File: src/rtl/core/frh_pkg.sv
// Shared constants for the frame harmonic rotation unit.
// Holds the inverse CORDIC gain, guard bits and the arctangent table in turn units.
// No dependencies.
package frh_pkg;

    localparam int GUARD_BITS = 4;
    localparam int GAIN_SHIFT = 30 - GUARD_BITS;
    localparam int Z_WIDTH    = 33;
    localparam int XY_MARGIN  = 6;

    localparam logic signed [31:0] GAIN_Q30 = 32'sd652032874;

    localparam logic [31:0] ATAN_TURN [32] = '{
        32'h20000000, 32'h12E4051E, 32'h09FB385B, 32'h051111D4,
        32'h028B0D43, 32'h0145D7E1, 32'h00A2F61E, 32'h00517C55,
        32'h0028BE53, 32'h00145F2F, 32'h000A2F98, 32'h000517CC,
        32'h00028BE6, 32'h000145F3, 32'h0000A2FA, 32'h0000517D,
        32'h000028BE, 32'h0000145F, 32'h00000A30, 32'h00000518,
        32'h0000028C, 32'h00000146, 32'h000000A3, 32'h00000051,
        32'h00000029, 32'h00000014, 32'h0000000A, 32'h00000005,
        32'h00000003, 32'h00000001, 32'h00000001, 32'h00000000
    };

endpackage

File: src/rtl/core/frh_prescale.sv
// Entry stage of one rotation lane: gain compensation and quadrant fold.
// Registers the prescaled pair and the initial CORDIC angle.
// Depends on frh_pkg.
module frh_prescale #(
    parameter int DATA_WIDTH  = 16,
    parameter int ANGLE_WIDTH = 16
) (
    input  logic                                           clk,
    input  logic                                           en,
    input  logic signed [DATA_WIDTH-1:0]                   x_in,
    input  logic signed [DATA_WIDTH-1:0]                   y_in,
    input  logic [ANGLE_WIDTH-1:0]                         phase,
    output logic signed [DATA_WIDTH+frh_pkg::XY_MARGIN-1:0] x_out,
    output logic signed [DATA_WIDTH+frh_pkg::XY_MARGIN-1:0] y_out,
    output logic signed [frh_pkg::Z_WIDTH-1:0]             z_out
);
    import frh_pkg::*;

    localparam int XW = DATA_WIDTH + XY_MARGIN;
    localparam int PW = DATA_WIDTH + 32;
    localparam logic signed [PW-1:0] ROUND = PW'(64'sd1 <<< (GAIN_SHIFT - 1));

    logic signed [PW-1:0]  prod_x;
    logic signed [PW-1:0]  prod_y;
    logic signed [XW-1:0]  pre_x;
    logic signed [XW-1:0]  pre_y;
    logic [31:0]           turn;
    logic                  fold;
    logic [31:0]           turn_fold;
    logic signed [XW-1:0]  x_next;
    logic signed [XW-1:0]  y_next;
    logic signed [Z_WIDTH-1:0] z_next;
    logic signed [XW-1:0]  x_reg;
    logic signed [XW-1:0]  y_reg;
    logic signed [Z_WIDTH-1:0] z_reg;

    assign prod_x = PW'(x_in) * PW'(GAIN_Q30) + ROUND;
    assign prod_y = PW'(y_in) * PW'(GAIN_Q30) + ROUND;
    assign pre_x  = XW'($signed(prod_x[PW-1:GAIN_SHIFT]));
    assign pre_y  = XW'($signed(prod_y[PW-1:GAIN_SHIFT]));

    assign turn      = 32'(phase) << (32 - ANGLE_WIDTH);
    assign fold      = turn[31] ^ turn[30];
    assign turn_fold = {turn[31] ^ fold, turn[30:0]};

    assign x_next = fold ? -pre_x : pre_x;
    assign y_next = fold ? -pre_y : pre_y;
    assign z_next = Z_WIDTH'($signed(turn_fold));

    always_ff @(posedge clk)
    begin
        if (en)
        begin
            x_reg <= x_next;
            y_reg <= y_next;
            z_reg <= z_next;
        end
    end

    assign x_out = x_reg;
    assign y_out = y_reg;
    assign z_out = z_reg;

endmodule

File: config.mk
export PLATFORM = sky130hd
export DESIGN_NAME = frh_prescale
export DESIGN_NICKNAME = d
export VERILOG_FILES = /design/src/rtl/core/frh_pkg.sv /design/src/rtl/core/frh_prescale.sv
export SDC_FILE = /design/constraint.sdc
export NUM_CORES = 1
export LEC_CHECK = 0
export BUFFER_PORTS_ARGS = -buffer_cell sky130_fd_sc_hd__buf_2
export CAP_MARGIN = 20
export CORE_AREA = 5 5 207 189
export DETAILED_ROUTE_END_ITERATION = 10
export DIE_AREA = 0 0 212 194
export HOLD_SLACK_MARGIN = 0.02
export PLACE_DENSITY = 0.8
export SLEW_MARGIN = 20
export SYNTH_ARGS = -nofsm -noshare
export SYNTH_HDL_FRONTEND = slang
export SYNTH_SLANG_ARGS = --single-unit
File: constraint.sdc
create_clock -name clk -period 8.4 [get_ports clk]
set_input_delay 0.84 -clock clk [delete_from_list [all_inputs] [get_ports clk]]
set_output_delay 0.84 -clock clk [all_outputs]
set_load 0.02 [all_outputs]
[Word level (Yosys, flattened, before mapping)]
Index checks and enable logic that the tools add are counted.
Storage, ports and cells
  word-level logic and storage cells: 13
  output and inout bits: 77
  flip-flop bits (word level): 60
Cells by class
  add/sub/neg operators: 4
  muxes and demuxes: 2
  multipliers: 2
  bitwise gates (word level): 2
Operator list (number)
  47-bit by 27-bit adder with 48-bit output, second input constant: 2
  16-bit by 30-bit multiplier with 46-bit output, second input constant: 2
  22-bit two-way mux: 2
  22-bit negator: 2
  1-bit XOR: 2

[Longest topological paths before layout]
Gate-level depths: netlist of the first run.
  word-level depth: 4
  depth in mapped cells: 34

[Worst setup path after synthesis of the first run]
Ideal clock, no wire load.
  kind: input to register
  start: input y_in[4]
  end: register y_reg[21], in the netlist y_out[21], data pin
  slack: 0.011 ns
  data required time: 8.145 ns
  setup time: 0.255 ns
  cell stages on the path: 31
  path buffers: 1
  arrival time: 8.133 ns
  cell sequence: fa_1 > inv_1 > fa_1 > fa_1 > inv_1 > fa_1 > inv_1 > fa_1 > inv_1 > fa_1 > ha_1 > buf_2 > a21oi_2 > o21ai_1 > a211oi_1 > a21bo_2 > nand3_1 > and2_1 > ha_1 > and2b_2 > nand2_1 > a21oi_1 > nor3_2 > nor4b_4 > nand2_2 > nor4_4 > mux2i_1 > nor2b_4 > or3_1 > or4b_1 > a31o_1
Between the ends
  word-level cells in the longest chain between the ends: 4
RTL lines
  from (decl): line frh_prescale.sv:11  | input logic signed [DATA_WIDTH-1:0] y_in,
  16-bit by 30-bit multiplier with 46-bit output (*): line frh_prescale.sv:38  | assign prod_y = PW'(y_in) * PW'(GAIN_Q30) + ROUND;
  47-bit by 27-bit adder with 48-bit output (*): line frh_prescale.sv:38
  22-bit negator: line frh_prescale.sv:47  | assign y_next = fold ? -pre_y : pre_y;
  22-bit two-way mux (*): line frh_prescale.sv:47
  via y_next[21]: line frh_prescale.sv:31  | logic signed [XW-1:0] y_next;
  to (signal assigned): line frh_prescale.sv:55  | y_reg <= y_next;
  to (decl): line frh_prescale.sv:34  | logic signed [XW-1:0] y_reg;
The timed path passes the listed nets; every way through them passes the cells marked *.
A chain may end at the register's enable or synchronous reset.

[Worst setup path in the final report of the first run]
  start: input y_in[10]
  end: register y_reg[21], in the netlist y_out[21], data pin
The elaborated chain is that of the path after synthesis.

==> qor.csv, run 1 <==
metric,value,unit
vias,17672,
cpPeakStageDelay,0.58,ns
postSynthCellCount,2252,
crit_start,y_in[10],
antenna_left,0,
initial_utilization,0.5805,
yosys_warnings,0,
clockBufferDepth,2,
wl_met3,6.345,mm
synth_flop_cell,edfxtp_1,
nNetsFinal,3348,
synth_cell_type_count,118,
slew_viol_final,0,
fin_crit,8.472,ns
avgSynthCellArea,9.486,sq um
track_usage,0.3024,
io_pins,127,
cts_htree_levels,3,
grt_max_degree,61,
worstSetupPathType,in2reg,
first_pass_iters,7,
outcome,"complete, but fails checks",
chipHeight,194,um
antenna_cells,0,
violations,setup timing,
rows,67,
period_share,1.009,
clkSinkCount,60,
wl_per_cell,20.24,um
grt_pass1_wl,98.75,mm
first_iter_violations,1547,
grt_pass1_vias,18212,
fin_cells,3106,
arrival,8.55,ns
synth_enable_flop_cells,60,
dieArea,41130,sq um
syn2layout_area_growth,17.68,%
fmax,118.0,MHz
cp.required,8.47,ns
synthArstFlopShare,0,
io_buffers,110,
path_clk_slew,0.05,ns
fin_hold_ws,0.7002,ns
yosys.cell_count.top_type,inv_1,
synth_area_leaders,"fa_1 33%, ha_1 19%, inv_1 9.4%",
cts_buffers,9,
viasPerCell,5.690,
drive_gt1_frac,0.2139,
drcViolationCount,0,
detailed_place_hpwl,56.33,mm
setup_tns,-0.07200,ns
dieWidth,212,um
hp-start,phase[0],
overflow,0,
end_kind,flop,
cts_tree,yes,
finalWeightedCongestion,1.008,
critPathLaunchType,input pin,
yosys.area.top_type_share,0.3317,
wirelength,62.87,mm
core_area,36800,sq um
cpMostUsedCell,fa_1,
syn_area,21360,sq um
top_layer_used,met4,
yosys.area.top_type,fa_1,
drt-met1-wl,28.20,mm
pre_cts_ws,-0.5107,ns
rsz0062_at_grt,yes,
hp-class,in2reg,
dp_cells,3082,
hold_viol,0,
tightest_slew,0.8348,ns
yosys-top-cells-count,"534 x inv_1, 354 x fa_1, 326 x ha_1, 113 x nand2_1, 97 x a21oi_1",
ys_seq_area_frac,0.08434,
antenna_found_initial,0,
synth_seq_cells,60,
setup_violations,1,
wl_met2,27.41,mm
slowest_stage,fa_1,
max_slew_margin,0.4385,
crit_fanout,4,
maxCapViolCount,0,
worst_slack,-0.07200,ns
cts_root_buf,clkbuf_16,
-- flip-flops by register name, indices dropped and copies added, names as in the netlist --
name,count
x_out,22
y_out,22
z_out,16
-- logic make-up (layout without fill, tap and decap cells) --
kind of cell / count (synthesis) / after routing / synth area share
other: 1 / 16 / 0.0001755
muxes: 18 / 18 / 0.008843
DFF: 60 / 60 / 0.08434
xor gates and xnor gates: 103 / 103 / 0.04328
adders and majority gates: 680 / 680 / 0.5227
AOI/OAI and AO/OA: 360 / 360 / 0.1155
and+or+nand+nor: 447 / 447 / 0.1175
buffers and inverters: 583 / 939 / 0.1077
-- routing by layer --
layer,up-vias,track usage
met4,0,0.04246
met1,8748,0.4623
met3,63,0.07944
met5,-,0
met2,712,0.4452
li1,8149,-
-- cell type report --
| class | count | area [sq um] |
|---|---|---|
| Multi-Input combinational cell | 1624 | 17800 |
| Clock inverter | 7 | 43.79 |
| Clock buffer | 9 | 225.2 |
| Inverter | 534 | 2004 |
| Sequential cell | 60 | 1802 |
| Tap cell | 483 | 604.3 |
| Fill cell | 2867 | 11660 |
| Timing Repair Buffer | 389 | 2665 |
-- cell usage in the layout (no fill, tap or decap), drive strengths merged, types with 14 or more instances in the layout --
cell / instances
a211oi: 16
a21o: 26
a21oi: 100
and2: 19
and3: 22
and4: 14
buf: 388
conb: 16
edfxtp: 60
fa: 354
ha: 326
inv: 534
mux2i: 14
nand2: 114
nand3: 44
nand4: 30
nor2: 95
nor3: 22
nor4: 19
o211ai: 23
o21a: 15
o21ai: 76
xnor2: 72
xor2: 31
-- timing repair --
item / in CTS / in global routing
cloned: 0 / 0
pin swaps: 4 / 27
buffers inserted: 1 / 7
setup endpoints to repair: 3 / 20
hold buffers: 0 / 0
gates resized for setup: 19 / 85
-- final timing paths --
kind,endpoint,cells past startpoint
worst max-delay path,y_out[21],31
worst min-delay path,z_out[16],1
-- worst max-delay path, delay by kind of cell --
kind	cells	cell delay, ns
compound gates	10	1.87
fa+ha+maj	8	3.52
buf+inv	5	0.34
mux	1	0.20
simple gates	7	1.76
-- per-stage QoR --
stage,util,instance area [sq um]
after global routing,0.6831,25140
after CTS,0.6708,24680
after detailed placement,0.6610,24330
after global placement,0.6610,24330
after floorplan,-,21420
final,0.6831,25140
Power of run 1 is not shown: default switching activity piles up to over one toggle a cycle in this logic, so the estimate is an artifact.
==> run 2: changes to the inputs <==
- CORE_AREA: 5 5 207 189 -> 5 5 205 188
- DIE_AREA: 0 0 212 194 -> 0 0 210 193
- PLACE_DENSITY: 0.8 -> 0.78
- clock period: 8.4 -> 7.8 ns (I/O delays scaled with it)
==> qor.csv, run 2 (synthesized netlist as in run 1, its figures left out) <==
metric,value,unit
outcome,"complete, but fails checks",
violations,setup timing,
path_delay_family,adder cells,
critPathBufInv,5,
grt_use_met2,0.5342,
io_pins,127,
max_slew_margin,0.4979,
crit_fanout,4,
worst_slack,-0.4917,ns
first_pass_iters,5,
grt_pass1_wl,107.3,mm
use_met3,0.06827,
cts_buffers,9,
rsz0062_at_grt,yes,
final_core_util,0.7763,
cpPeakStageDelay,0.60,ns
drive_gt1_frac,0.3373,
multi_input_area,18650,sq um
arrival,8.35,ns
nNetsFinal,3634,
core_area,36380,sq um
grt_pass1_vias,19439,
setup_violations,8,
dieArea,40530,sq um
track_usage,0.3393,
io_buffers,110,
antenna_left,0,
fmax,120.6,MHz
dpl_cell_area,26320,sq um
tightest_slew,0.7506,ns
overflow,0,
cts_htree_levels,3,
critPathLaunchType,input pin,
final_common_cell,buf_4,
grt_max_degree,61,
path_clk_slew,0.05,ns
wirelength,71.10,mm
hp-class,in2reg,
drcViolationCount,0,
met1_usage,0.5077,
pre_cts_ws,-0.9431,ns
cts_tree,yes,
end_kind,flop,
initial_utilization,0.5872,
busiest_layer,met2,
cts_hold_buf,0,
period_share,1.063,
first_iter_violations,1500,
cpMostUsedCell,fa_1,
hold_viol,0,
antenna_cells,0,
clockBufferDepth,2,
seq_area,1802,sq um
clkSinkCount,60,
worstSetupPathType,in2reg,
cts_root_buf,clkbuf_16,
final_cell_mix,"557 x buf_4, 511 x inv_1, 331 x fa_1",
fin_crit,8.292,ns
maxCapViolCount,0,
rows,67,
setup_tns,-1.825,ns
vias,19272,
antenna_found_initial,0,
fillers,2412,
final_area,28240,sq um
slowest_stage,fa_2,
chipHeight,193,um
wl_per_cell,20.97,um
viasPerCell,5.683,
detailed_place_hpwl,60.55,mm
dieWidth,210,um
slew_viol_final,0,
finalWeightedCongestion,1.028,
cp.required,7.86,ns
syn2layout_area_growth,32.21,%
## run 2: stage by stage
stage	hold WS, ns	std cells
2_1_floorplan	0.8789	2267
3_3_place_gp	0.9575	3334
3_5_place_dp	0.9584	3334
4_1_cts	0.6329	3368
5_1_grt	0.6358	3391
6_report	0.6370	3391
## run 2: final timing paths
path | startpoint | end | cells past startpoint
min | phase[2] | z_out[18] | 1
max | y_in[9] | y_out[21] | 30
## run 2: layout make-up
cell class | count | share of cell area
clock buffers | 10 | 0.008107
flip-flops and latches | 60 | 0.06379
inverters | 534 | 0.07105
well taps | 483 | 0.02140
repair buffers | 675 | 0.1747
multi-input cells | 1624 | 0.6603
clock inverters | 5 | 0.0007088
## run 2: timing repair
action	4_1_cts	5_1_grt
setup endpoints to repair	21	23
buffers inserted	19	25
gates resized for setup	110	182
pin swaps	53	74
## run 2: routing by layer
| layer | wire length, um | part of all wire |
|---|---|---|
| met1 | 31570 | 0.44 |
| met2 | 31810 | 0.45 |
| met3 | 6749 | 0.095 |
| met4 | 974 | 0.014 |
| met5 | 0 | 0 |
Power of run 2 is left out for the same reason.
