`src/rtl/core/frh_pkg.sv`:
```
// Shared constants for the frame harmonic rotation unit.
// Holds the inverse CORDIC gain, guard bits and the arctangent table in turn units.
// No dependencies.
package frh_pkg;

    localparam int GUARD_BITS = 4;
    localparam int GAIN_SHIFT = 30 - GUARD_BITS;
    localparam int Z_WIDTH    = 33;
    localparam int XY_MARGIN  = 6;

    localparam logic signed [31:0] GAIN_Q30 = 32'sd652032874;

    localparam logic [31:0] ATAN_TURN [32] = '{
        32'h20000000, 32'h12E4051E, 32'h09FB385B, 32'h051111D4,
        32'h028B0D43, 32'h0145D7E1, 32'h00A2F61E, 32'h00517C55,
        32'h0028BE53, 32'h00145F2F, 32'h000A2F98, 32'h000517CC,
        32'h00028BE6, 32'h000145F3, 32'h0000A2FA, 32'h0000517D,
        32'h000028BE, 32'h0000145F, 32'h00000A30, 32'h00000518,
        32'h0000028C, 32'h00000146, 32'h000000A3, 32'h00000051,
        32'h00000029, 32'h00000014, 32'h0000000A, 32'h00000005,
        32'h00000003, 32'h00000001, 32'h00000001, 32'h00000000
    };

endpackage

```
`src/rtl/core/frh_finish.sv`:
```
// Output stage of one rotation lane: drops the guard bits with rounding,
// saturates to the coefficient width and can force zero. Depends on frh_pkg.
module frh_finish #(
    parameter int DATA_WIDTH = 16
) (
    input  logic                                            clk,
    input  logic                                            en,
    input  logic                                            zero,
    input  logic signed [DATA_WIDTH+frh_pkg::XY_MARGIN-1:0] x_in,
    input  logic signed [DATA_WIDTH+frh_pkg::XY_MARGIN-1:0] y_in,
    output logic signed [DATA_WIDTH-1:0]                    x_out,
    output logic signed [DATA_WIDTH-1:0]                    y_out
);
    import frh_pkg::*;

    localparam int XW = DATA_WIDTH + XY_MARGIN;
    localparam logic signed [XW-1:0] HALF = XW'(1 << (GUARD_BITS - 1));
    localparam logic [DATA_WIDTH-1:0] MAX_VAL = {1'b0, {(DATA_WIDTH-1){1'b1}}};
    localparam logic [DATA_WIDTH-1:0] MIN_VAL = {1'b1, {(DATA_WIDTH-1){1'b0}}};

    logic signed [XW-1:0]         x_rnd;
    logic signed [XW-1:0]         y_rnd;
    logic [DATA_WIDTH-1:0]        x_sat;
    logic [DATA_WIDTH-1:0]        y_sat;
    logic signed [DATA_WIDTH-1:0] x_reg;
    logic signed [DATA_WIDTH-1:0] y_reg;

    function automatic logic [DATA_WIDTH-1:0] saturate(input logic signed [XW-1:0] v);
        logic [XW-DATA_WIDTH:0] top;
        top = v[XW-1:DATA_WIDTH-1];
        if ((&top) || !(|top))
            return v[DATA_WIDTH-1:0];
        else
            return v[XW-1] ? MIN_VAL : MAX_VAL;
    endfunction

    assign x_rnd = (x_in + HALF) >>> GUARD_BITS;
    assign y_rnd = (y_in + HALF) >>> GUARD_BITS;
    assign x_sat = zero ? '0 : saturate(x_rnd);
    assign y_sat = zero ? '0 : saturate(y_rnd);

    always_ff @(posedge clk)
    begin
        if (en)
        begin
            x_reg <= $signed(x_sat);
            y_reg <= $signed(y_sat);
        end
    end

    assign x_out = x_reg;
    assign y_out = y_reg;

endmodule

```
`config.mk`:
```
export PLATFORM = sky130hd
export DESIGN_NAME = frh_finish
export DESIGN_NICKNAME = d
export VERILOG_FILES = /design/src/rtl/core/frh_pkg.sv /design/src/rtl/core/frh_finish.sv
export SDC_FILE = /design/constraint.sdc
export NUM_CORES = 1
export LEC_CHECK = 0
export BUFFER_PORTS_ARGS = -buffer_cell sky130_fd_sc_hd__buf_2
export CAP_MARGIN = 20
export CORE_UTILIZATION = 28
export DETAILED_ROUTE_END_ITERATION = 10
export SYNTH_ARGS = -nofsm -noshare
export SYNTH_HDL_FRONTEND = slang
export SYNTH_SLANG_ARGS = --single-unit
```
`constraint.sdc`:
```
create_clock -name clk -period 2.99 [get_ports clk]
set_clock_uncertainty 0.15 [all_clocks]
set_input_delay 0.897 -clock clk [delete_from_list [all_inputs] [get_ports clk]]
set_output_delay 0.897 -clock clk [all_outputs]
set_load 0.02 [all_outputs]
```
# Word level (Yosys, flattened, before mapping)
# Cells that the tools add are included.
totals:
  regBits: 32
  inputBits: 47
classes:
  add_sub_neg: 2
  n_mux: 4
  n_reduce_logical: 8
ops:
  columns: ["cell", "n"]
  rows:
  - ["two-way mux 16 bit", 4]
  - ["adder 22 x 5 -> 22 bit, second input constant", 2]
  - ["AND reduction 3 bit", 2]
  - ["OR reduction 3 bit", 2]
  - ["zero test 1 bit", 2]
  - ["logical OR 1 bit", 2]

# Logic depth before layout (Yosys ltp)
# Gate-level depths: netlist of the first run.
depth:
  word_depth: 5
  mapped_depth: 8
  depth_no_buf: 7

# Worst setup path before layout of the first run
# Ideal clock, no wire load.
synth_path:
  kind: "input -> register"
  start: "input y_in[3] (netlist bit)"
  end: "register y_reg[10], in the netlist y_out[10] (data pin)"
  t_arrival_ps: 2331
  setup_slack_ps: 251
  cell_stages: 8
  n_path_buf: 1
  cell_sequence: "ha_1 and4_1 nand2_1 nor4_4 xnor2_1 o31ai_4 buf_6 o21ai_2"
synth_via:
  elab_chain_cells: 5
  word_cells_on_any_way: 7
synth_rtl:
  columns: ["item", "line_no", "text"]
  rows:
  - ["start: declaration", "frh_finish.sv:10", "input logic signed [DATA_WIDTH+frh_pkg::XY_MARGIN-1:0] y_in,"]
  - ["adder 22 x 5 -> 22 bit (*)", "frh_finish.sv:38", "assign y_rnd = (y_in + HALF) >>> GUARD_BITS;"]
  - ["OR reduction 3 bit", "frh_finish.sv:31", "if ((&top) || !(|top))"]
  - ["zero test 1 bit", "frh_finish.sv:31", null]
  - ["logical OR 1 bit", "frh_finish.sv:31", null]
  - ["two-way mux 16 bit (*)", "frh_finish.sv:31", null]
  - ["end signal: assignment", "frh_finish.sv:47", "y_reg <= $signed(y_sat);"]
  - ["end: declaration", "frh_finish.sv:26", "logic signed [DATA_WIDTH-1:0] y_reg;"]
# Every way passes the cells marked *; elsewhere a longest branch is shown, timed or not.
# A chain may end at the register's enable or synchronous reset.

# Worst setup path in the final report of the first run
layout_path:
  start: "input x_in[3] (netlist bit)"
  end: "register x_reg[10], in the netlist x_out[10] (data pin)"
layout_via:
  elab_chain_cells: 5
  word_cells_on_any_way: 7
layout_rtl:
  columns: ["item", "line_no", "text"]
  rows:
  - ["start: declaration", "frh_finish.sv:9", "input logic signed [DATA_WIDTH+frh_pkg::XY_MARGIN-1:0] x_in,"]
  - ["adder 22 x 5 -> 22 bit (*)", "frh_finish.sv:37", "assign x_rnd = (x_in + HALF) >>> GUARD_BITS;"]
  - ["OR reduction 3 bit", "frh_finish.sv:31", null]
  - ["zero test 1 bit", "frh_finish.sv:31", null]
  - ["logical OR 1 bit", "frh_finish.sv:31", null]
  - ["two-way mux 16 bit (*)", "frh_finish.sv:31", null]
  - ["end signal: assignment", "frh_finish.sv:46", "x_reg <= $signed(x_sat);"]
  - ["end: declaration", "frh_finish.sv:25", "logic signed [DATA_WIDTH-1:0] x_reg;"]
# Marks and branches as above.

==> results of run 1 <==
-- worst max-delay path: stages --
cell and delay [ps]:
buf_2 110, ha_1 210, nand3_1 200, nor4_4 90, buf_4 140, a211o_1 250, a22oi_1 240, or2_1 180
buf_12 130, o21ai_0 100
-- per-layer routing --
metal	GRT usage (%)	vias to the layer above
li1	-	878
met5	0	-
met1	15.7	787
met3	2.94	9
met4	5.00	0
met2	18.7	50
-- logic make-up (layout without fill, tap and decap cells) --
group,after synthesis,in the layout
simple gates,64,64
compound gates,41,41
xor+xnor,32,32
flops,32,32
buf+inv,13,107
fa+ha+maj,2,2
-- final timing paths --
path	depth (start not counted)	start	slack, ps	end
max	10	x_in[3]	300	x_out[10]
min	2	zero	790	x_out[15]
-- power groups by stage --
stage | logic, mW | clock network [mW] | registers [mW]
floorplan | 0.0782 | 0 | 0.622
global placement | 0.253 | 0 | 0.564
detailed placement | 0.257 | 0 | 0.564
CTS | 0.257 | 0.315 | 0.555
global route | 0.277 | 0.332 | 0.557
finish | 0.255 | 0.308 | 0.554
-- cell usage in the layout (no fill, tap or decap), drive strengths merged --
cell,n
buf,92
nor2b,1
a21oi,2
o311a,1
o31ai,1
nand3,14
xnor2,16
inv,7
nand2,11
or4,2
o211ai,1
or2,2
a211o,1
xor2,16
edfxtp,32
and3,2
nor3,3
a41oi,1
clkbuf,7
and4b,1
o21ai,31
clkinv,1
nor2,11
ha,2
nor4,4
a22oi,1
a31o,1
a31oi,1
nand4,8
and4,5
-- sequential cells by signal, summed over array words and instances, names as in the netlist --
register / count
x_out: 16
y_out: 16
-- final cells by class --
cell class / count / area share, %
Timing Repair Buffer: 92 / 19.7
Tap cell: 96 / 4.42
Sequential cell: 32 / 35.4
Inverter: 7 / 0.967
Clock inverter: 1 / 0.138
Multi-Input combinational cell: 139 / 36.6
Clock buffer: 7 / 2.81
-- synthesized netlist by cell type, drive strengths merged, types with 3 or more instances --
cell and count:
edfxtp 32, o21ai 31, xnor2 16, xor2 16, nand3 14, nand2 11
nor2 11, nand4 8, inv 7, and4 5, buf 4, nor4 4
nor3 3
-- stage by stage --
step                      area (um2)  hold WS (ps)  instances  setup TNS [ps]  utilization, %
after floorplan                 2020           859        184               0               -
after global placement          2640          1070        366           -25.9            38.2
after detailed placement        2640          1080        366           -6.43            38.2
after CTS                       2720           786        374               0            39.3
after global routing            2720           782        374               0            39.3
final                           2720           793        374               0            39.3
==> reports/qor.yml, run 1 <==
gr-total-overflow: 0
cts_buffers: 5
antenna_found_initial: 0
wl_per_cell_um: 12.2
drive_above_1_share_pct: 42.1
ant_nets: 0
syn_area_mm2: 0.00202
wl_met2_mm: 2.07
netlist_instances: 184
worstSetupPathType: "in2reg"
synth_edf_count: 32
area_delta_synth_final_pct: 34.2
ioPinCount: 79
wl_met1_mm: 2.16
status: "finished, final reports clean"
root_buffer: "clkbuf_8"
place_ws_ps: -6.43
grt_pass1_vias: 1511
post-route-drc-count: 0
layout_setup_ws_ps: 298
p_sw_share_pct: 28.1
fillers: 720
synth_area_leaders: "edfxtp_1 (47%), xnor2_1 (6.9%), xor2_1 (6.9%), o21ai_0 (5.2%), o21ai_2 (4.3%)"
die_h_um: 87.0
grt_pass1_wl_mm: 7.00
die_w_um: 87.0
regArea_um2: 961
final_nets: 326
relSlewSlack_pct: 53.6
hold_buffers: 0
seq_power_share_pct: 49.6
synth_mux_area_share_pct: 0
cts_setup_buffers: 0
synth_top_family_by_area: "simple AND/OR/NAND/NOR gates"
p_int_uw: 804
wl_met3_um: 251
ys_async_sr_fraction_pct: 0
timing_hold_violations_final: 0
synth_fp_nets: 233
synth-xor-area-share_pct: 13.8
htree_levels: 2
diodes: 0
yosys.cell_types.count: 39
grtUsageTotal_pct: 12.0
drt_iter0_drc: 59
ys_warn_count: 0
num_vias: 1724
clk_pin_slew_worst_paths_ps: 60
cellLeakagePower_nw: 1.05
cp-start-kind: "primary input"
p_sw_uw: 313
cp.required_ps: 2850
synthFlopType: "edfxtp_1"
clkPwrFrac_pct: 27.6
tightest_slew_ps: 695
layout_min_cycle_time_ps: 2690
pwr_density_cell_mw_per_mm2: 411
cts_tree: "done"
num_rows: 30
multi_input_area_um2: 993
seq_area_frac_synth_pct: 47.5
synth_top_area_cell: "edfxtp_1"
hpwl_mm: 3.69
ys_ff_latch: 32
maxSlewViolCount: 0
synth_top_area_share_pct: 47.5
viasPerCell: 4.61
synth_simple_gate_area_share_pct: 20.1
final.period_utilization_pct: 90.0
grt_max_degree: 33
maxCapViolCount: 0
design.die.area_mm2: 0.00757
cts_resized: 0
rsz0062_at_grt: "false"
initial_core_util_pct: 29.3
place.gp.congestion: 0.773
max_freq_mhz: 372
clock_sinks: 32
synthAdderAreaFrac_pct: 1.24
finalSetupViolCount: 0
routed_wl_mm: 4.55
vdd_drop_max_mv: 0.130
syn_avg_cell_area_um2: 11.0
drt_pass1_iterations: 4
p_comb_share_pct: 22.8
top_layer: "met4"
synth-compound-area-share_pct: 13.9
clock_path_buffers: 2
core_mm2: 0.00691
worstPathMaxFanout: 14
endpoint_kind: "flop"
min_path_type: "in2reg"
power_mw: 1.12
cp.arrival_ps: 2550
io_buffer_count: 72
Power figures use the tool's default switching activity.
==> inputs of run 2 (changes only) <==
==> constraint.sdc (replaced) <==
create_clock -name clk -period 2.99 [get_ports clk]
set_clock_uncertainty 0.15 [all_clocks]
set_input_delay 0.4485 -clock clk [delete_from_list [all_inputs] [get_ports clk]]
set_output_delay 0.4485 -clock clk [all_outputs]
set_load 0.02 [all_outputs]
==> run 2 against run 1 <==
Effect of this change: total power decreased by 1.3%; clock power about the same; sequential power about the same; design area decreased by 5.3%; first-iteration DRC count increased by 41%; maximum frequency increased by 10%; combinational power decreased by 5%; hold slack got worse by 450 ps; via count decreased by 4.7%; routed wire length increased by 0.68%; largest power group unchanged.
==> reports/qor.yml, run 2 (synthesis results as in run 1) <==
fin_cells: 358  # -4.3%
top_layer: "met5"
maxSlewViolCount: 0  # unchanged
final_nets: 310  # -4.9%
vdd_drop_max_mv: 0.120  # -7.7%
viasPerCell: 4.59  # -0.44%
drt_iter0_drc: 83  # +41%
tightest_slew_ps: 681  # -14.6 ps
worstSetupPathType: "in2reg"
mostFrequentLayoutCells: "buf_2 (72), edfxtp_1 (32), o21ai_0 (21)"
core_mm2: 0.00691  # unchanged
post-route-drc-count: 0  # unchanged
drive_above_1_share_pct: 38.5  # -3.5 points
grtUsageTotal_pct: 12.5  # +0.49 points
worstPathMaxFanout: 14  # unchanged
rsz0062_at_grt: "false"
relSlewSlack_pct: 54.6  # +0.97 points
p_sw_share_pct: 28.2  # +0.17 points
htree_levels: 2  # unchanged
cp.required_ps: 2840  # about the same
p_comb_share_pct: 21.9  # -0.9 points
cts_setup_buffers: 0  # unchanged
ant_nets: 0  # unchanged
area_delta_synth_final_pct: 27.0
place_inst: 350  # -4.4%
antenna_found_initial: 1  # +1
cellLeakagePower_nw: 0.967  # -8.4%
routed_wl_mm: 4.59  # +0.68%
grt_pass1_wl_mm: 7.22  # +3.3%
die_h_um: 87.0  # unchanged
layout_commonest_cell: "buf_2"
p_sw_uw: 311  # -0.68%
hold_buffers: 0  # unchanged
clock_sinks: 32  # unchanged
wl_met3_um: 353  # +41%
wl_met1_mm: 2.07  # -4.2%
num_vias: 1643  # -4.7%
num_rows: 30  # unchanged
cts_tree: "done"
initial_core_util_pct: 29.3  # unchanged
maxCapViolCount: 0  # unchanged
ioPinCount: 79  # unchanged
cp.arrival_ps: 2290  # -260 ps
grt_max_degree: 33  # unchanged
max_freq_mhz: 410  # +10%
min_path_type: "in2reg"
clk_pin_slew_worst_paths_ps: 60  # about the same
grt_pass1_vias: 1530  # +1.3%
cts_buffers: 5  # unchanged
clkPwrFrac_pct: 27.8  # +0.2 points
seq_power_share_pct: 50.2  # +0.6 points
endpoint_kind: "flop"
die_w_um: 87.0  # unchanged
pwr_density_cell_mw_per_mm2: 429  # +4.3%
setup_tns_ps: 0  # unchanged
status: "finished, final reports clean"
finalSetupViolCount: 0  # unchanged
io_buffer_count: 72  # unchanged
timing_hold_violations_final: 0  # unchanged
design.die.area_mm2: 0.00757  # unchanged
p_int_uw: 792  # -1.5%
final.period_utilization_pct: 81.6  # -8.4 points
wl_met2_mm: 2.09  # +1.3%
cp-start-kind: "primary input"
clock_path_buffers: 2  # unchanged
root_buffer: "clkbuf_8"
diodes: 0  # unchanged
drt_pass1_iterations: 4  # unchanged
holdWs_ps: 341  # -452 ps
wl_per_cell_um: 12.8  # +5.2%
gr-total-overflow: 0  # unchanged
place.gp.congestion: 0.780  # +0.85%
layout_min_cycle_time_ps: 2440  # -251 ps
hpwl_mm: 3.66  # -0.74%
cts_resized: 0  # unchanged
## run 2: changes by cell type in the layout (fill, tap and decap cells not counted)
| cell | previous run | this run |
|---|---|---|
| buf_12 | 2 | 0 |
| buf_4 | 18 | 4 |
## run 2: power by group through the flow
stage | sequential [mW] | combinational, mW | clock [mW]
after floorplan | 0.622 | 0.0782 | 0
after global placement | 0.563 | 0.240 | 0
after detailed placement | 0.564 | 0.244 | 0
after CTS | 0.555 | 0.245 | 0.310
after global routing | 0.557 | 0.263 | 0.332
final | 0.554 | 0.242 | 0.307
## run 2: path summary, 6_finish.rpt
check     from   endpoint  slack, ps  depth (start not counted)
max    x_in[4]  x_out[10]        550                          8
min       zero  x_out[15]        340                          2
## run 2: layout make-up
| cell class | instances | area [um2] |
|---|---|---|
| Clock buffer | 7 | 76.3 |
| Clock inverter | 1 | 3.75 |
| Fill cell | 738 | 4340 |
| Inverter | 7 | 26.3 |
| Multi-Input combinational cell | 139 | 993 |
| Sequential cell | 32 | 961 |
| Tap cell | 96 | 120 |
| Timing Repair Buffer | 76 | 390 |
## run 2: layer usage
metal / up-vias / global-route usage [%]
met5: - / 0
met2: 51 / 19.2
met3: 6 / 3.32
li1: 844 / -
met1: 740 / 16.5
met4: 2 / 5.00
## run 2: worst max-delay path: stages
cell and delay (ps):
buf_2 110, ha_1 170, nand3_1 210, nor4_4 390
a41oi_1 170, a22oi_1 240, or2_1 370, o21ai_0 170
## run 2: stage by stage
stage	power [mW]	area, um2	worst slack, ps	utilization, %
floorplan	0.700	2020	699	-
global placement	0.803	2490	321	36.1
detailed placement	0.808	2490	229	36.1
CTS	1.11	2570	516	37.2
global route	1.15	2570	257	37.2
finish	1.10	2570	549	37.2
