### src/rtl/core/frh_pkg.sv
// Shared constants for the frame harmonic rotation unit.
// Holds the inverse CORDIC gain, guard bits and the arctangent table in turn units.
// No dependencies.
package frh_pkg;

    localparam int GUARD_BITS = 4;
    localparam int GAIN_SHIFT = 30 - GUARD_BITS;
    localparam int Z_WIDTH    = 33;
    localparam int XY_MARGIN  = 6;

    localparam logic signed [31:0] GAIN_Q30 = 32'sd652032874;

    localparam logic [31:0] ATAN_TURN [32] = '{
        32'h20000000, 32'h12E4051E, 32'h09FB385B, 32'h051111D4,
        32'h028B0D43, 32'h0145D7E1, 32'h00A2F61E, 32'h00517C55,
        32'h0028BE53, 32'h00145F2F, 32'h000A2F98, 32'h000517CC,
        32'h00028BE6, 32'h000145F3, 32'h0000A2FA, 32'h0000517D,
        32'h000028BE, 32'h0000145F, 32'h00000A30, 32'h00000518,
        32'h0000028C, 32'h00000146, 32'h000000A3, 32'h00000051,
        32'h00000029, 32'h00000014, 32'h0000000A, 32'h00000005,
        32'h00000003, 32'h00000001, 32'h00000001, 32'h00000000
    };

endpackage

### src/rtl/core/frh_cell.sv
// One CORDIC rotation cell with a fixed shift, registered at its output.
// Instances are chained so that each one does one iteration per cycle while enabled.
// Depends on frh_pkg.
module frh_cell #(
    parameter int XW    = 22,
    parameter int SHIFT = 0
) (
    input  logic                               clk,
    input  logic                               en,
    input  logic signed [XW-1:0]               x_in,
    input  logic signed [XW-1:0]               y_in,
    input  logic signed [frh_pkg::Z_WIDTH-1:0] z_in,
    output logic signed [XW-1:0]               x_out,
    output logic signed [XW-1:0]               y_out,
    output logic signed [frh_pkg::Z_WIDTH-1:0] z_out
);
    import frh_pkg::*;

    localparam logic signed [Z_WIDTH-1:0] STEP_ANGLE = Z_WIDTH'(ATAN_TURN[SHIFT]);

    logic signed [XW-1:0]      dx;
    logic signed [XW-1:0]      dy;
    logic                      pos;
    logic signed [XW-1:0]      x_next;
    logic signed [XW-1:0]      y_next;
    logic signed [Z_WIDTH-1:0] z_next;
    logic signed [XW-1:0]      x_reg;
    logic signed [XW-1:0]      y_reg;
    logic signed [Z_WIDTH-1:0] z_reg;

    assign dx  = y_in >>> SHIFT;
    assign dy  = x_in >>> SHIFT;
    assign pos = ~z_in[Z_WIDTH-1];

    assign x_next = pos ? x_in - dx : x_in + dx;
    assign y_next = pos ? y_in + dy : y_in - dy;
    assign z_next = pos ? z_in - STEP_ANGLE : z_in + STEP_ANGLE;

    always_ff @(posedge clk)
    begin
        if (en)
        begin
            x_reg <= x_next;
            y_reg <= y_next;
            z_reg <= z_next;
        end
    end

    assign x_out = x_reg;
    assign y_out = y_reg;
    assign z_out = z_reg;

endmodule

### config.mk
export PLATFORM = sky130hd
export DESIGN_NAME = frh_cell
export DESIGN_NICKNAME = d
export VERILOG_FILES = /design/src/rtl/core/frh_pkg.sv /design/src/rtl/core/frh_cell.sv
export SDC_FILE = /design/constraint.sdc
export NUM_CORES = 1
export LEC_CHECK = 0
export BUFFER_PORTS_ARGS = -buffer_cell sky130_fd_sc_hd__buf_2
export CAP_MARGIN = 30
export CORE_MARGIN = 1
export CORE_UTILIZATION = 29
export DETAILED_ROUTE_END_ITERATION = 16
export HOLD_SLACK_MARGIN = 0.12
export PLACE_DENSITY_LB_ADDON = 0.1
export SLEW_MARGIN = 20
export SYNTH_ARGS = -nofsm -noshare
export SYNTH_HDL_FRONTEND = slang
export SYNTH_SLANG_ARGS = --single-unit
### constraint.sdc
create_clock -name clk -period 2.9 [get_ports clk]
set_input_delay 0.58 -clock clk [delete_from_list [all_inputs] [get_ports clk]]
set_output_delay 0.58 -clock clk [all_outputs]
set_load 0.005 [all_outputs]
After elaboration in Yosys (flattened, before gate mapping)
Index checks and enable logic that the tools add are counted.

operators by class
  $add $sub $neg = 5
  muxes and demuxes = 3

operators by type and width
  operator                  number
  $mux W22                  2
  $sub A22 B22 Y22          2
  $add A33 B31 Y33 const B  1
  $mux W33                  1
  $sub A33 B31 Y33 const B  1
  $add A22 B22 Y22          1

word-level totals
  input port bits = 79
  bits in registers = 77

Longest topological paths before layout
Gate-level depths: netlist (run 1).

  depth after elaboration = 2
  depth in mapped cells = 11

Worst setup path before layout (run 1)
Ideal clock, no wire load.

  kind = input -> register
  start point = in x_in[0]
  end point = reg x_reg[16] (netlist: x_out[16]) (data pin)
  buffers on the path = 0
  data required time = 2632 ps
  arrival time = 2514 ps
  stages on the path = 11
  library setup time = 268 ps
  slack = 118 ps
  cells stage by stage = inv_1 > ha_1 > fa_1 > nand2b_1 > a2111oi_1 > o31a_1 > nor2_1 > o21ba_1 > o221ai_1 > mux2i_1 > xnor2_1

between the ends
  word-level cells in the longest chain between the ends = 2

ends and longest elaborated chain
  what                                                  RTL line        text
  from (decl)                                           frh_cell.sv:10  input logic signed [XW-1:0] x_in,
  $sub A22 B22 Y22 or $add A22 B22 Y22 (tied branches)  frh_cell.sv:35  assign x_next = pos ? x_in - dx : x_in + dx;
  $mux W22 *                                            frh_cell.sv:35
  via x_next[16]                                        frh_cell.sv:24  logic signed [XW-1:0] x_next;
  to (signal assigned)                                  frh_cell.sv:43  x_reg <= x_next;
  to (decl)                                             frh_cell.sv:27  logic signed [XW-1:0] x_reg;

The timed path passes the listed nets; every way through them passes the cells marked *.
A chain may end at the register's enable or synchronous reset.

Worst setup path after layout (run 1)
  start point = in x_in[0]
  end point = reg y_reg[20] (netlist: y_out[20]) (data pin)

between the ends
  word-level cells in the longest chain between the ends = 2

ends and longest elaborated chain
  what                                                  RTL line        text
  $add A22 B22 Y22 or $sub A22 B22 Y22 (tied branches)  frh_cell.sv:36  assign y_next = pos ? y_in + dy : y_in - dy;
  $mux W22 *                                            frh_cell.sv:36
  via y_next[20]                                        frh_cell.sv:25  logic signed [XW-1:0] y_next;
  to (signal assigned)                                  frh_cell.sv:44  y_reg <= y_next;
  to (decl)                                             frh_cell.sv:28  logic signed [XW-1:0] y_reg;

Marks and branches as above.

==> results of run 1 <==
-- sequential cells by signal (all words and copies together), names as in the netlist --
register,flops
x_out,22
y_out,21
z_out,33
-- metrics by stage --
step	cells	area, µm²
6_report	1158	8300
3_3_place_gp	1143	7970
5_1_grt	1158	8300
4_1_cts	1158	8250
3_5_place_dp	1143	7970
2_1_floorplan	617	6000
-- cell families (layout without fill, tap and decap cells) --
logic type | after synthesis | after routing | share of synthesized area [%]
buf+inv | 96 | 367 | 6.42
compound gates | 197 | 197 | 21.8
simple gates | 119 | 119 | 9.46
flops | 76 | 76 | 38.0
mux | 11 | 11 | 1.83
fa+ha+maj | 77 | 77 | 16.5
xor+xnor | 41 | 41 | 5.98
-- Yosys cell counts, types with 3 or more instances --
cell type / count
edfxtp_1: 76
fa_1: 4
nor3_1: 14
o21ai_1: 9
nand2_1: 21
o21bai_1: 9
buf_2: 8
nor2b_1: 6
a211oi_1: 5
a21boi_1: 3
ha_1: 73
a31oi_1: 3
buf_4: 4
a21oi_1: 62
nand2b_1: 3
nor2_1: 44
o21a_1: 3
clkbuf_1: 12
and3_1: 4
nand4_1: 4
o221ai_1: 3
inv_2: 6
xnor2_1: 37
mux2i_1: 11
o2bb2ai_1: 3
o31a_1: 4
nand3_1: 11
xor2_1: 4
buf_1: 3
o211ai_1: 5
a21o_1: 12
nand3b_1: 4
o31ai_1: 8
nor4_1: 4
o21ai_0: 36
inv_1: 63
-- placed cells by master, fill, tap and decap left out, types with 3 or more instances in the layout --
cell,n
xor2_1,4
a211oi_1,5
inv_1,63
nand2_1,21
a21oi_1,62
nand4_1,4
o21a_1,3
mux2i_1,11
buf_2,154
o31ai_1,7
ha_1,73
o211ai_1,5
o2bb2ai_1,3
inv_2,6
edfxtp_1,76
nor3_1,14
o21bai_1,9
nor2_1,44
nor2b_1,6
nand3_1,11
fa_1,3
clkbuf_16,9
nand3b_1,4
o21ai_0,36
o31a_1,4
and3_1,4
nor4_1,4
buf_4,128
o21ai_1,9
a21o_1,12
xnor2_1,37
-- path summary, 6_finish.rpt --
path / depth (start not counted) / to / slack [ps]
max: 11 / y_out[20] / 100
min: 1 / z_out[15] / 430
-- layer usage --
layer	vias up	wire length, µm
met3	16	1160
li1	2752	-
met4	0	263
met5	-	0
met1	2592	9620
met2	194	7900
-- layout make-up --
class                   count  share of cell area, %
multi-input cells         445                   40.8
repair buffers            283                   21.1
flip-flops and latches     76                   27.5
clock inverters             5                  0.648
well taps                 270                   4.07
inverters                  69                   3.12
clock buffers              10                   2.76
-- power by group --
part / switching, mW / internal (mW)
combinational: 0.715 / 0.618
sequential: 0.0354 / 1.40
clock: 0.405 / 0.657
total: 1.16 / 2.67
==> impl_results.md, run 1 <==
* Period utilisation layout at 96.6%
* Final setup viols at 0
* Final Core Density at 41.0%
* Die Y at 146 µm
* Hold Startpoint: z_in[15]
* Iter 0 DRT Violations at 323
* Mapped Cells at 617
* Routed len/inst at 16.4 µm
* HP Class: input port to flip-flop
* Clk sinks at 76
* CTS H-Tree Depth at 3
* Synth Cell Area at 6000 µm²
* GR met1 Demand/Resource at 27.0%
* Largest cells by area after synthesis: edfxtp_1 (38%), ha_1 (15%), xnor2_1 (5.4%), a21oi_1 (5.2%), inv_1 (3.9%)
* Worst hold margin at 426 ps
* Synth cell types at 66
* Max-slew headroom at 60.7%
* Leak pwr at 3.86 nW
* Maxcap violations at 0
* DRT Wirelength at 18,900 µm
* Area leader, netlist: edfxtp_1
* Async SR Flop Fraction at 0%
* Pre-antenna DRT Iters at 5
* Port Buffers at 155
* Status: complete, no violations
* DRT antenna net count at 0
* Syn Area/Cell at 9.73 µm²
* Area of the multi-input gates at 3380 µm²
* CP bufs+invs at 1
* Register area share after synthesis at 38.0%
* Die width at 146 µm
* #FFs+latches synth at 76
* Post-CTS sizing at 0
* Critical path class: input port to flip-flop
* Clock Pin Slew Worst Setup and Hold Paths at 60 ps
* Register area at 2280 µm²
* Setup crit end kind: flip-flop
* Mapped Nets at 773
* Antenna violations before repair at 0
* Vias in the first global route at 5,533
* F_max at 357 MHz
* Met2 Track Usage GR at 26.5%
* Core area at 20,200 µm²
* Post-synth EDFFs at 76
* Max Buffers Root-to-Sink at 2
* YS warnings at 0
* Post-synth top flop: edfxtp_1
* Hold buffers post-CTS at 0
* Family with the most delay on the worst path: compound AO/OA/AOI/OAI gates
* Inserted Clock Buffers at 9
* Worst-path fanout max at 5
* WP data arrival at 2870 ps
* Setup bufs post-CTS at 0
* Die Area at 21,300 µm²
* Top Ports at 156
* CP Cell Sequence: buf_2 -> ha_1 -> fa_1 -> nor2b_1 -> o21ai_1 -> and4_1 -> nor3_1 -> a211o_1 -> a31oi_1 -> a21oi_1 -> xnor2_1
* Gr ovfl total at 0
* Met3 Use GR at 3.01%
* Total number of vias at 5,554
* Slew Limit Fails at 0
* Pwr dens at 462 nW/µm²
* HPWL Detailed at 15,900 µm
* Crit. Startpoint: x_in[0]
* Clock root buffer: clkbuf_16
* Peak supply drop at 0.228 mV
* DR vias/cell at 4.80
* GRT busiest layer: met1
* Area Overhead vs Synth at 38.2%
* Crit path required time at 2970 ps
* DRC violation count after routing at 0
* Nets@finish at 1,040
* CTS tree: done
* Unrepaired setup endpoints after global routing: yes
* Fill count at 2,054
* Count of final hold-check violations at 0
* Worst setup SP type: input port
* Tmin final at 2800 ps
* Worst Tran Pin Value at 589 ps
* Final WS setup at 98.5 ps
* TNS Setup at 0 ps
* Share of cells above drive strength 1 at 35.8%
* Initial Utilization at 29.7%
* Place WS at -303 ps
* Number of diodes at 0
* Synth top area share at 38.0%
* First-pass GRT wire length at 30,100 µm
* Row count at 52
* GRT Overall Usage at 18.0%
* Post-layout power at 3.83 mW
* Crit path largest cell delay at 400 ps
* Largest net degree at the start of global routing at 52
* Final GP Congestion at 0.893
* Critical-path top delay cell: fa_1
Power figures use the tool's default switching activity.
==> inputs of run 2 (changes only) <==
--- a/config.mk
+++ b/config.mk
@@ -10,3 +10,3 @@
 export CORE_MARGIN = 1
-export CORE_UTILIZATION = 29
+export CORE_UTILIZATION = 43
 export DETAILED_ROUTE_END_ITERATION = 16
==> constraint.sdc (replaced) <==
create_clock -name clk -period 2.9 [get_ports clk]
set_input_delay 0.29 -clock clk [delete_from_list [all_inputs] [get_ports clk]]
set_output_delay 0.29 -clock clk [all_outputs]
set_load 0.005 [all_outputs]
==> run 2 against run 1 <==
- die area shrank 32%
- combinational power fell by 11%
- wire length fell by 6.8%
- critical path depth rose by 2
- critical endpoint is now x_out[16]
- power is 1.9% lower
- count of clock-buffer cells in the layout decreased by 1
- maximum frequency grew 6.7%
- worst hold slack worse by 290 ps
- clock power is 7% higher
- flip-flop and latch count is the same
- global-route usage rose by 6.6 points
- largest cell class unchanged
==> impl_results.md, run 2 (synthesis gave the netlist of run 1 again) <==
* Status: complete, no violations (unchanged)
* Count of final hold-check violations at 0 (unchanged)
* Placed inst area at 7230 µm² (was 7970 µm²)
* DRC violation count after routing at 0 (unchanged)
* Iter 0 DRT Violations at 521 (was 323)
* Register area at 2280 µm² (unchanged)
* Leak pwr at 3.47 nW (was 3.86 nW)
* Most frequent cells in the layout: buf_2 (155), edfxtp_1 (76), ha_1 (73) (was buf_2 (154), buf_4 (128), edfxtp_1 (76))
* Setup bufs post-CTS at 0 (unchanged)
* First-pass GRT wire length at 27,300 µm (was 30,100 µm)
* Place WS at -27.6 ps (was -303 ps)
* Pwr dens at 498 nW/µm² (was 462 nW/µm²)
* CTS tree: done (unchanged)
* Routed len/inst at 17.9 µm (was 16.4 µm)
* DR vias/cell at 5.48 (was 4.80)
* Worst Tran Pin Value at 669 ps (was 589 ps)
* Max Buffers Root-to-Sink at 2 (unchanged)
* Setup crit end kind: flip-flop (unchanged)
* Final setup viols at 0 (unchanged)
* Initial Utilization at 44.6% (was 29.7%)
* Inserted Clock Buffers at 9 (unchanged)
* Pre-antenna DRT Iters at 7 (was 5)
* Unrepaired setup endpoints after global routing: no (was yes)
* Max reg flops at 33 (unchanged)
* HP Class: input port to flip-flop (unchanged)
* Die Area at 14,400 µm² (was 21,300 µm²)
* Nets@finish at 960 (was 1,040)
* Tmin final at 2630 ps (was 2800 ps)
* Critical path class: input port to flip-flop (unchanged)
* TNS Setup at 0 ps (unchanged)
* GRT busiest layer: met2 (was met1)
* Number of diodes at 0 (unchanged)
* DRT Wirelength at 17,700 µm (was 18,900 µm)
* Clk sinks at 76 (unchanged)
* Crit path required time at 2970 ps (about the same)
* Maxcap violations at 0 (unchanged)
* Final GP Congestion at 0.957 (was 0.893)
* Final WS setup at 274 ps (was 98.5 ps)
* GR met1 Demand/Resource at 35.4% (was 27.0%)
* Row count at 42 (was 52)
* Share of cells above drive strength 1 at 28.9% (was 35.8%)
* Worst-path fanout max at 3 (was 5)
* Commonest non-fill, non-tap cell in the layout: buf_2 (unchanged)
* Fill count at 1,299 (was 2,054)
* Top Ports at 156 (unchanged)
* Antenna violations before repair at 1 (was 0)
* Die Y at 120 µm (was 146 µm)
* Critical Path End: x_out[16] (was y_out[20])
* F_max at 381 MHz (was 357 MHz)
* Period utilisation layout at 90.5% (was 96.6%)
* Area of the multi-input gates at 3340 µm² (was 3380 µm²)
* CTS H-Tree Depth at 3 (unchanged)
* Final Core Density at 56.1% (was 41.0%)
* Worst setup SP type: input port (unchanged)
* GRT Overall Usage at 24.5% (was 18.0%)
* Die width at 120 µm (was 146 µm)
* Clock Pin Slew Worst Setup and Hold Paths at 60 ps (about the same)
* Core area at 13,500 µm² (was 20,200 µm²)
* Vias in the first global route at 5,104 (was 5,533)
* Post-route cell area at 7540 µm² (was 8300 µm²)
* Gr ovfl total at 0 (unchanged)
* Met2 Track Usage GR at 37.2% (was 26.5%)
* DRT antenna net count at 0 (unchanged)
* WP data arrival at 2690 ps (was 2870 ps)
* Slew Limit Fails at 0 (unchanged)
* Port Buffers at 155 (unchanged)
* Inst Count DP at 968 (was 1,143)
* Clock root buffer: clkbuf_16 (unchanged)
* Crit. Startpoint: x_in[0] (unchanged)
* Met3 Use GR at 4.72% (was 3.01%)
* HPWL Detailed at 14,600 µm (was 15,900 µm)
* Max-slew headroom at 55.0% (was 60.7%)
* Largest net degree at the start of global routing at 37 (was 52)
* Peak supply drop at 0.326 mV (was 0.228 mV)
* Area Overhead vs Synth at 25.7% (was 38.2%)
* Non-Filler Instances at 985 (was 1,158)
* Total number of vias at 5,396 (was 5,554)
## run 2: layout make-up
cell class | count | share of cell area [%]
well taps | 176 | 2.92
clock buffers | 9 | 2.99
inverters | 69 | 3.43
repair buffers | 203 | 15.1
clock inverters | 7 | 1.09
flip-flops and latches | 76 | 30.2
multi-input cells | 445 | 44.2
## run 2: stage by stage
step / hold WS (ps) / total power [mW]
6_report: 134 / 3.76
3_5_place_dp: 468 / 2.64
2_1_floorplan: 389 / 2.11
5_1_grt: 121 / 3.94
4_1_cts: 123 / 3.78
3_3_place_gp: 468 / 2.63
## run 2: timing repair
| action | in CTS | in global routing |
|---|---|---|
| resized for setup | 0 | 0 |
| hold endpoints to repair | 0 | 1 |
| hold buffers | 0 | 1 |
## run 2: power by group
group	switching, mW	internal (mW)
Sequential	0.0366	1.40
Clock	0.449	0.681
Combinational	0.682	0.509
## run 2: how the worst min path moves through the flow
stage	end	cells after the start	slack [ps]	from
2_1_floorplan	z_out[0]	0	390	z_in[0]
3_3_place_gp	z_out[19]	1	470	z_in[19]
3_5_place_dp	z_out[6]	1	470	z_in[6]
4_1_cts	z_out[7]	1	120	z_in[7]
5_1_grt	z_out[22]	1	120	z_in[22]
6_report	z_out[13]	1	130	z_in[13]
## run 2: per-layer routing
metal / routed length, µm / vias to the layer above
li1: - / 2596
met4: 340 / 2
met2: 7500 / 224
met1: 8430 / 2550
met5: 13 / -
met3: 1370 / 24
## run 2: worst max-delay path: stages
cell and delay (ps):
buf_2 120, inv_1 50, ha_1 220, fa_1 390
nand2b_1 230, a2111oi_1 380, buf_4 180, o31a_1 120
nor2_1 60, o21ba_1 200, o221ai_1 170, mux2i_1 120
xnor2_1 160
==> inputs of run 3 (changes only) <==
CORE_UTILIZATION = 49   (was 43)
==> run 3 against run 2 <==
- worst hold slack got worse by 2.0 ps
- via count down 0.37%
- combinational power about the same
- clock power shrank 9.7%
- setup slack lost 20 ps
==> impl_results.md, run 3 (synthesis gave the netlist of run 1 again) <==
* Core area at 12,000 µm² (was 13,500 µm²)
* Count of final hold-check violations at 0 (unchanged)
* Top Ports at 156 (unchanged)
* WP data arrival at 2720 ps (was 2690 ps)
* First-pass GRT wire length at 27,300 µm (about the same)
* F_max at 378 MHz (was 381 MHz)
* Final Core Density at 62.7% (was 56.1%)
* Port Buffers at 155 (unchanged)
* Crit path required time at 2980 ps (was 2970 ps)
* Worst hold margin at 132 ps (was 134 ps)
* Die width at 113 µm (was 120 µm)
* Post-layout power at 3.64 mW (was 3.76 mW)
* Area Overhead vs Synth at 24.9% (was 25.7%)
* Slew Limit Fails at 0 (unchanged)
* Die Y at 113 µm (was 120 µm)
* Max-slew headroom at 54.3% (was 55.0%)
* Initial Utilization at 50.2% (was 44.6%)
* DRT antenna net count at 0 (unchanged)
* Inserted Clock Buffers at 9 (unchanged)
* Seq pwr share at 39.6% (was 38.2%)
* Clk sinks at 76 (unchanged)
* Vias in the first global route at 5,198 (was 5,104)
* Tmin final at 2650 ps (was 2630 ps)
* CTS H-Tree Depth at 3 (unchanged)
* Number of diodes at 0 (unchanged)
* Antenna violations before repair at 0 (was 1)
* Gr ovfl total at 0 (unchanged)
* Status: complete, no violations (unchanged)
* HPWL Detailed at 14,200 µm (was 14,600 µm)
* Maxcap violations at 0 (unchanged)
* Final setup viols at 0 (unchanged)
* Final GP Congestion at 0.917 (was 0.957)
* GRT Overall Usage at 28.0% (was 24.5%)
* Critical-path top delay cell: o31a_1 (was fa_1)
* Worst-path fanout max at 5 (was 3)
* Post-route cell area at 7500 µm² (was 7540 µm²)
* Most frequent cells in the layout: buf_2 (155), edfxtp_1 (76), ha_1 (73) (unchanged)
* Clock Power Share at 28.0% (was 30.1%)
* Max Buffers Root-to-Sink at 2 (unchanged)
* Die Area at 12,700 µm² (was 14,400 µm²)
* Total number of vias at 5,376 (was 5,396)
* Pwr dens at 485 nW/µm² (was 498 nW/µm²)
* Crit path largest cell delay at 370 ps (was 390 ps)
* Family with the most delay on the worst path: compound AO/OA/AOI/OAI gates (unchanged)
* CP bufs+invs at 3 (unchanged)
* CTS tree: done (unchanged)
* Post-CTS sizing at 0 (unchanged)
* HP Class: input port to flip-flop (unchanged)
* P_sw at 1.15 mW (was 1.17 mW)
* Clock Pin Slew Worst Setup and Hold Paths at 60 ps (about the same)
* DR vias/cell at 5.61 (was 5.48)
* CP Cell Sequence: buf_2 -> inv_1 -> ha_1 -> nor2b_1 -> o31a_1 -> o21ai_1 -> o31a_1 -> o31ai_1 -> buf_4 -> and3_1 -> o22ai_1 -> xnor2_1 (was buf_2 -> inv_1 -> ha_1 -> fa_1 -> nand2b_1 -> a2111oi_1 -> buf_4 -> o31a_1 -> nor2_1 -> o21ba_1 -> o221ai_1 -> mux2i_1 -> xnor2_1)
* Largest net degree at the start of global routing at 52 (was 37)
* Unrepaired setup endpoints after global routing: no (unchanged)
* Worst setup SP type: input port (unchanged)
* Setup crit end kind: flip-flop (unchanged)
* Worst Tran Pin Value at 679 ps (was 669 ps)
* Pre-antenna DRT Iters at 7 (unchanged)
* Clock root buffer: clkbuf_16 (unchanged)
* TNS Setup at 0 ps (unchanged)
* Leak pwr at 3.45 nW (was 3.47 nW)
* Nets@finish at 962 (was 960)
* P_int at 2.49 mW (was 2.59 mW)
* Period utilisation layout at 91.2% (was 90.5%)
* Setup bufs post-CTS at 0 (unchanged)
* Placed inst area at 7150 µm² (was 7230 µm²)
* DRC violation count after routing at 0 (unchanged)
* Commonest non-fill, non-tap cell in the layout: buf_2 (unchanged)
* Iter 0 DRT Violations at 602 (was 521)
* Routed len/inst at 18.2 µm (was 17.9 µm)
* Peak supply drop at 0.221 mV (was 0.326 mV)
* Critical path class: input port to flip-flop (unchanged)
* Share of cells above drive strength 1 at 28.0% (was 28.9%)
* Most common cell on crit path: o31a_1
* Sw Ratio at 31.7% (was 31.1%)
* Max reg flops at 33 (unchanged)
* DRT Wirelength at 17,500 µm (was 17,700 µm)
* Row count at 40 (was 42)
* Logic pwr share at 32.4% (was 31.7%)
-- run 3: repair_timing --
action                                 CTS  global route
endpoints found under the hold margin    4             4
setup endpoints to repair                0             0
hold buffers                             4             4
-- run 3: area by class of cell --
type                       instances  area (µm²)
tap                              147         184
fill                            1038        4460
timing repair buffer             205        1170
multi-input combinational        445        3340
clock buffer                      10         229
clock inverter                     6        40.0
inverter                          69         259
sequential                        76        2280
-- run 3: per-layer routing --
metal / track usage, % / vias to the layer above / share of wire (%)
li1: - / 2599 / -
met3: 4.93 / 25 / 7.3
met5: 0 / - / 0
met2: 43.0 / 253 / 44
met4: 8.62 / 0 / 2.1
met1: 40.4 / 2499 / 47
-- run 3: final timing paths --
kind,from,end,cells past startpoint
worst min-delay path,z_in[12],z_out[12],1
worst max-delay path,x_in[1],y_out[21],12
-- run 3: power by group through the flow --
stage | combinational, mW | sequential, mW | clock (mW)
final | 1.18 | 1.44 | 1.02
after global routing | 1.29 | 1.45 | 1.08
after CTS | 1.16 | 1.44 | 1.03
after detailed placement | 1.15 | 1.47 | 0
after global placement | 1.15 | 1.46 | 0
after floorplan | 0.626 | 1.48 | 0
-- run 3: through the flow --
stage | cells | worst slack, ps
final | 958 | 254
after global routing | 958 | 144
after CTS | 954 | 321
after detailed placement | 934 | -22.1
after global placement | 934 | -83.8
after floorplan | 617 | 408
